==> src/rtl/assert_macros.svh <==
// ----------------------------------------------------------------------------
// Assertion macros
// Concurrent assertion wrappers shared by the waypoint sequencer RTL.
// ----------------------------------------------------------------------------
`ifndef ASSERT_MACROS_SVH
`define ASSERT_MACROS_SVH
`ifndef SYNTHESIS
`define WPS_ASSERT(label, clk, rst_n, prop) \
  label: assert property (@(posedge clk) disable iff (!rst_n) prop) \
    else $error("waypoint sequencer assertion failed");
`define WPS_ASSERT_NEVER(label, clk, rst_n, expr) \
  `WPS_ASSERT(label, clk, rst_n, !(expr))
`else
`define WPS_ASSERT(label, clk, rst_n, prop)
`define WPS_ASSERT_NEVER(label, clk, rst_n, expr)
`endif
`endif

==> src/rtl/wps_pkg.sv <==
`timescale 1ns / 1ps
// ----------------------------------------------------------------------------
// Waypoint sequencer package
// Codes, fixed field widths and the types shared by the sequencer modules.
// ----------------------------------------------------------------------------
package wps_pkg;

  localparam int KIND_W    = 2;
  localparam int EV_W      = 2;
  localparam int RAD_W     = 16;
  localparam int TIDX_W    = 8;
  localparam int CFG_IDX_W = 2;

  localparam logic [KIND_W-1:0] KIND_LOAD = 2'd0;
  localparam logic [KIND_W-1:0] KIND_POS  = 2'd1;
  localparam logic [KIND_W-1:0] KIND_TICK = 2'd2;

  localparam logic [EV_W-1:0] EV_RESET    = 2'd0;
  localparam logic [EV_W-1:0] EV_WAYPOINT = 2'd1;
  localparam logic [EV_W-1:0] EV_COMPLETE = 2'd2;

  localparam logic [CFG_IDX_W-1:0] CFG_ACCEPT_RADIUS   = 2'd0;
  localparam logic [CFG_IDX_W-1:0] CFG_FINAL_RADIUS    = 2'd1;
  localparam logic [CFG_IDX_W-1:0] CFG_DEVIATION_LIMIT = 2'd2;

  localparam logic [RAD_W-1:0] ACCEPT_RADIUS_RST   = 16'd400;
  localparam logic [RAD_W-1:0] FINAL_RADIUS_RST    = 16'd250;
  localparam logic [RAD_W-1:0] DEVIATION_LIMIT_RST = 16'd2000;

  // Which quantity a sum of squares from the shared unit belongs to.
  typedef enum logic [1:0] {
    TAG_RSQ,
    TAG_DEVSQ,
    TAG_D2,
    TAG_HOR
  } sq_tag_e;

  // One operation issued to the square-accumulate unit.
  typedef struct packed {
    logic    valid;
    logic    clr;
    logic    last;
    sq_tag_e tag;
  } sq_ctl_t;

  // A finished sum leaving the unit.
  typedef struct packed {
    logic    valid;
    sq_tag_e tag;
  } sq_stat_t;

endpackage

==> src/rtl/wps_sq_unit.sv <==
`timescale 1ns / 1ps
// ----------------------------------------------------------------------------
// Square-accumulate unit
// Pipelined (a - b)^2 with a running sum; one operation per cycle.
// ----------------------------------------------------------------------------
module wps_sq_unit #(
  parameter int OP_W = 25
) (
  input  logic                    clk_i,
  input  logic                    rst_ni,
  input  wps_pkg::sq_ctl_t        req_i,
  input  logic [OP_W-1:0]         a_i,
  input  logic [OP_W-1:0]         b_i,
  output wps_pkg::sq_stat_t       stat_o,
  output logic [2*OP_W+3:0]       sum_o,
  output logic                    busy_o
);

  localparam int ACC_W = 2 * OP_W + 4;

  wps_pkg::sq_ctl_t          s1_q;
  wps_pkg::sq_ctl_t          s2_q;
  logic signed [OP_W:0]      diff_d;
  logic signed [OP_W:0]      diff_q;
  logic signed [2*OP_W+1:0]  prod;
  logic [2*OP_W+1:0]         sq_q;
  logic [ACC_W-1:0]          acc_q;
  logic                      res_valid_q;
  wps_pkg::sq_tag_e          res_tag_q;

  assign diff_d = $signed({a_i[OP_W-1], a_i}) - $signed({b_i[OP_W-1], b_i});
  assign prod   = diff_q * diff_q;

  always_ff @(posedge clk_i or negedge rst_ni) begin
    if (!rst_ni) begin
      s1_q        <= '0;
      s2_q        <= '0;
      diff_q      <= '0;
      sq_q        <= '0;
      acc_q       <= '0;
      res_valid_q <= 1'b0;
      res_tag_q   <= wps_pkg::TAG_RSQ;
    end else begin
      s1_q <= req_i;
      if (req_i.valid) begin
        diff_q <= diff_d;
      end
      s2_q <= s1_q;
      if (s1_q.valid) begin
        sq_q <= prod;
      end
      res_valid_q <= s2_q.valid && s2_q.last;
      if (s2_q.valid) begin
        res_tag_q <= s2_q.tag;
        if (s2_q.clr) begin
          acc_q <= {2'b00, sq_q};
        end else begin
          acc_q <= acc_q + {2'b00, sq_q};
        end
      end
    end
  end

  assign stat_o.valid = res_valid_q;
  assign stat_o.tag   = res_tag_q;
  assign sum_o        = acc_q;
  assign busy_o       = s1_q.valid || s2_q.valid || res_valid_q;

endmodule

==> config.mk <==
export PLATFORM = sky130hd
export DESIGN_NAME = wps_sq_unit
export DESIGN_NICKNAME = d
export VERILOG_FILES = /design/src/rtl/assert_macros.svh /design/src/rtl/wps_pkg.sv /design/src/rtl/wps_sq_unit.sv
export SDC_FILE = /design/constraint.sdc
export NUM_CORES = 2
export LEC_CHECK = 0
export BUFFER_PORTS_ARGS = -buffer_cell sky130_fd_sc_hd__buf_2
export CORE_ASPECT_RATIO = 2
export CORE_MARGIN = 2
export CORE_UTILIZATION = 50
export CTS_CLUSTER_DIAMETER = 120
export DETAILED_ROUTE_END_ITERATION = 6
export PLACE_DENSITY = 0.69
export RECOVER_POWER = 50
export SYNTH_ARGS = -nofsm -noshare
export SYNTH_HDL_FRONTEND = slang
export SYNTH_SLANG_ARGS = --single-unit
==> constraint.sdc <==
create_clock -name clk_i -period 16.4 [get_ports clk_i]
set_clock_uncertainty 0.1 [all_clocks]
set_input_delay 3.28 -clock clk_i [delete_from_list [all_inputs] [get_ports clk_i]]
set_output_delay 3.28 -clock clk_i [all_outputs]
set_load 0.1 [all_outputs]
==> run metrics <==
IO Pins roughly 120; max_cap viols 5; Max Slew Vio Count about 320; CTS Sinks about 140; Core Area between 60000 and 70000 um^2; Die W roughly 180 um; Die Y approximately 360 um; Synth Net Count roughly 4400; most common flop cell mapped by yosys dfrtp_1; Hold Vio Cnt, Final 0; drc violations 0; final wirelength roughly 82000 um; maximum clock frequency ~100 MHz; DR WL/cell 19.1 um; Seq/Total Area, Yosys 0.113; Worst Path Required 15.95 ns; worst path bufs/invs 2; RSZ-0062 raised after global routing no; # setup viols final 0; Post-synth EDFFs 0; via count 23300; largest cells by area after synthesis fa_1 (41%), dfrtp_1 (11%), inv_1 (10%), ha_1 (9.2%), nand2_1 (3.2%); status complete, but fails checks; most common cell in the netlist inv_1; number of nets with antenna violations after routing 0; port bufs approximately 110; GRT Resource Usage Total 0.266; kind of critical path in -> async; worst hold path class reg -> reg; ys async rst share 1.00; clock tree buffer depth 2; Avg Inst Size Synth about 9.2 um^2; CP max stage delay between 3 and 4 ns; Critical Path Most Common Cell clkbuf_1; final worst path period share 0.611; Mapped Cells 3461; DRT Pass-1 Iters 5; CP endpoint kind asynchronous set/reset pin; Yosys reg bits roughly 140; clock root cell clkbuf_16; total CTS buffers 17; failing checks capacitance limit, slew limit; clk slew on worst S/H paths 0.06 ns; DR vias/cell roughly 5.4; Synth area leader fa_1; area fraction of the dominant cell type after synthesis 0.412; Ys Warns 0; Max H-tree Level 4; die area 66000 um^2; vias in the first global route about 26000; crit path max fanout roughly 90; num rows 131; Post-Syn Area ~32000 um^2; Setup crit start kind primary input; Layout area overhead 5.90%; CP top delay family buffers and inverters; Post-CTS Setup Bufs 0; Slew headroom -2.72; actual slew at the worst max-slew pin ~5.6 ns; Sum Neg Setup Slack 0 ns; nets 4445; min cycle time layout about 10 ns; critical path arrival between 9 and 10 ns; Iter 0 DRT Violations ~1300; hpwl dp 67100 um; CTS tree built; GRT overflow 0; hold_buf cts 0; worst-path cell chain clkbuf_1 > clkbuf_1; GPL Wtd Cong 0.918; global-route wire length before repair 136000 um; largest net degree at the start of global routing 93; fill count roughly 5800; Yosys cell types between 70 and 80; Slowest-stage cell, CP clkbuf_1; Initial Util 0.503; worst skew pair latency 0.48 ns; Synth top cells by count inv_1 (871), fa_1 (657), nand2_1 (273); CTS resizes 0; initial antenna violation count 2; share of layout cells above drive strength 1 0.0661
==> area by class of cell <==
class | instances | area (um^2) | area share
repair buffers | 140 | 749 | 0.0222
clock inverters | 13 | 153 | 0.00452
diodes | 1 | 2.50 | 0.0000740
flip-flops and latches | 144 | 3610 | 0.107
inverters | 880 | 3300 | 0.0977
well taps | 798 | 998 | 0.0295
clock buffers | 19 | 443 | 0.0131
multi-input cells | 2314 | 24500 | 0.726
==> per-layer routing <==
| metal | vias up | part of all wire | GRT usage |
|---|---|---|---|
| met4 | 2 | 0.061 | 0.141 |
| li1 | 10700 | - | - |
| met3 | 208 | 0.046 | 0.0352 |
| met2 | 716 | 0.52 | 0.484 |
| met5 | - | 0.00016 | 0 |
| met1 | 11700 | 0.37 | 0.300 |
==> registers in the layout, summed over array words and instances, names as in the netlist <==
name,flops
sum_o,54
diff_q,26
sq_q,51
s2_q,5
res_tag_q,2
res_valid_q,1
s1_q,5
==> worst reg2reg max path, cell delays in order, from the launching register on <==
cell,delay [ns]
dfrtp_1,1.03
clkinv_1,0.82
nor2_1,0.35
fa_1,0.47
fa_1,0.52
inv_1,0.05
fa_1,0.46
fa_1,0.52
inv_1,0.06
fa_1,0.44
fa_1,0.52
inv_1,0.05
fa_1,0.47
inv_1,0.04
ha_1,0.33
and3_4,0.21
and2_1,0.16
a221o_1,0.45
or4_4,0.53
o211ai_1,0.29
nand2_1,0.17
a21oi_1,0.32
o2111ai_1,0.20
xnor2_1,0.17
a21oi_1,0.08
==> path summary, 6_finish.rpt <==
kind                       depth (start not counted)        from  slack (ns)         to
setup / recovery                                   2      rst_ni        6.39    s1_q[4]
hold / removal                                     0     s1_q[2]        0.25    s2_q[2]
setup reg to reg                                  24  diff_q[10]        7.29   sq_q[51]
hold reg to reg                                    0     s1_q[2]        0.25    s2_q[2]
max in group clk_i                                24  diff_q[10]        7.29   sq_q[51]
min in group asynchronous                          1      rst_ni        4.76  diff_q[1]
==> metrics by stage <==
step / utilization / setup WS, ns / hold WS, ns / cells / instance area, um^2
floorplan: - / 8.96 / 0.231 / 3461 / 31900
global placement: 0.524 / 7.58 / 0.234 / 4276 / 33200
detailed placement: 0.524 / 7.44 / 0.235 / 4276 / 33200
CTS: 0.533 / 7.42 / 0.250 / 4308 / 33800
global route: 0.533 / 4.94 / 0.255 / 4308 / 33800
finish: 0.533 / 6.39 / 0.248 / 4309 / 33800
==> cell families after synthesis <==
kind of cell | after synthesis | synth area share
buffers and inverters | 1003 | 0.118
muxes | 70 | 0.0241
xor gates and xnor gates | 127 | 0.0349
DFF | 144 | 0.113
adders and majority gates | 891 | 0.504
AOI/OAI and AO/OA | 487 | 0.0957
and+or+nand+nor | 739 | 0.111
==> placed cells by master (no fill, tap or decap), types with 21 or more instances in the layout <==
| cell | count |
|---|---|
| o21ai_0 | 77 |
| o21bai_1 | 22 |
| a21oi_1 | 181 |
| nand3_1 | 27 |
| ha_1 | 234 |
| mux2_2 | 50 |
| and2_1 | 126 |
| nor2b_1 | 34 |
| buf_4 | 22 |
| nand2_1 | 273 |
| buf_2 | 113 |
| xnor2_1 | 94 |
| nor2_1 | 165 |
| fa_1 | 657 |
| inv_1 | 871 |
| nand2b_1 | 21 |
| dfrtp_1 | 142 |
| xor2_1 | 33 |
| a21o_1 | 60 |
Power is not shown: default switching activity piles up to over one toggle a cycle in this logic, so the estimate is an artifact.
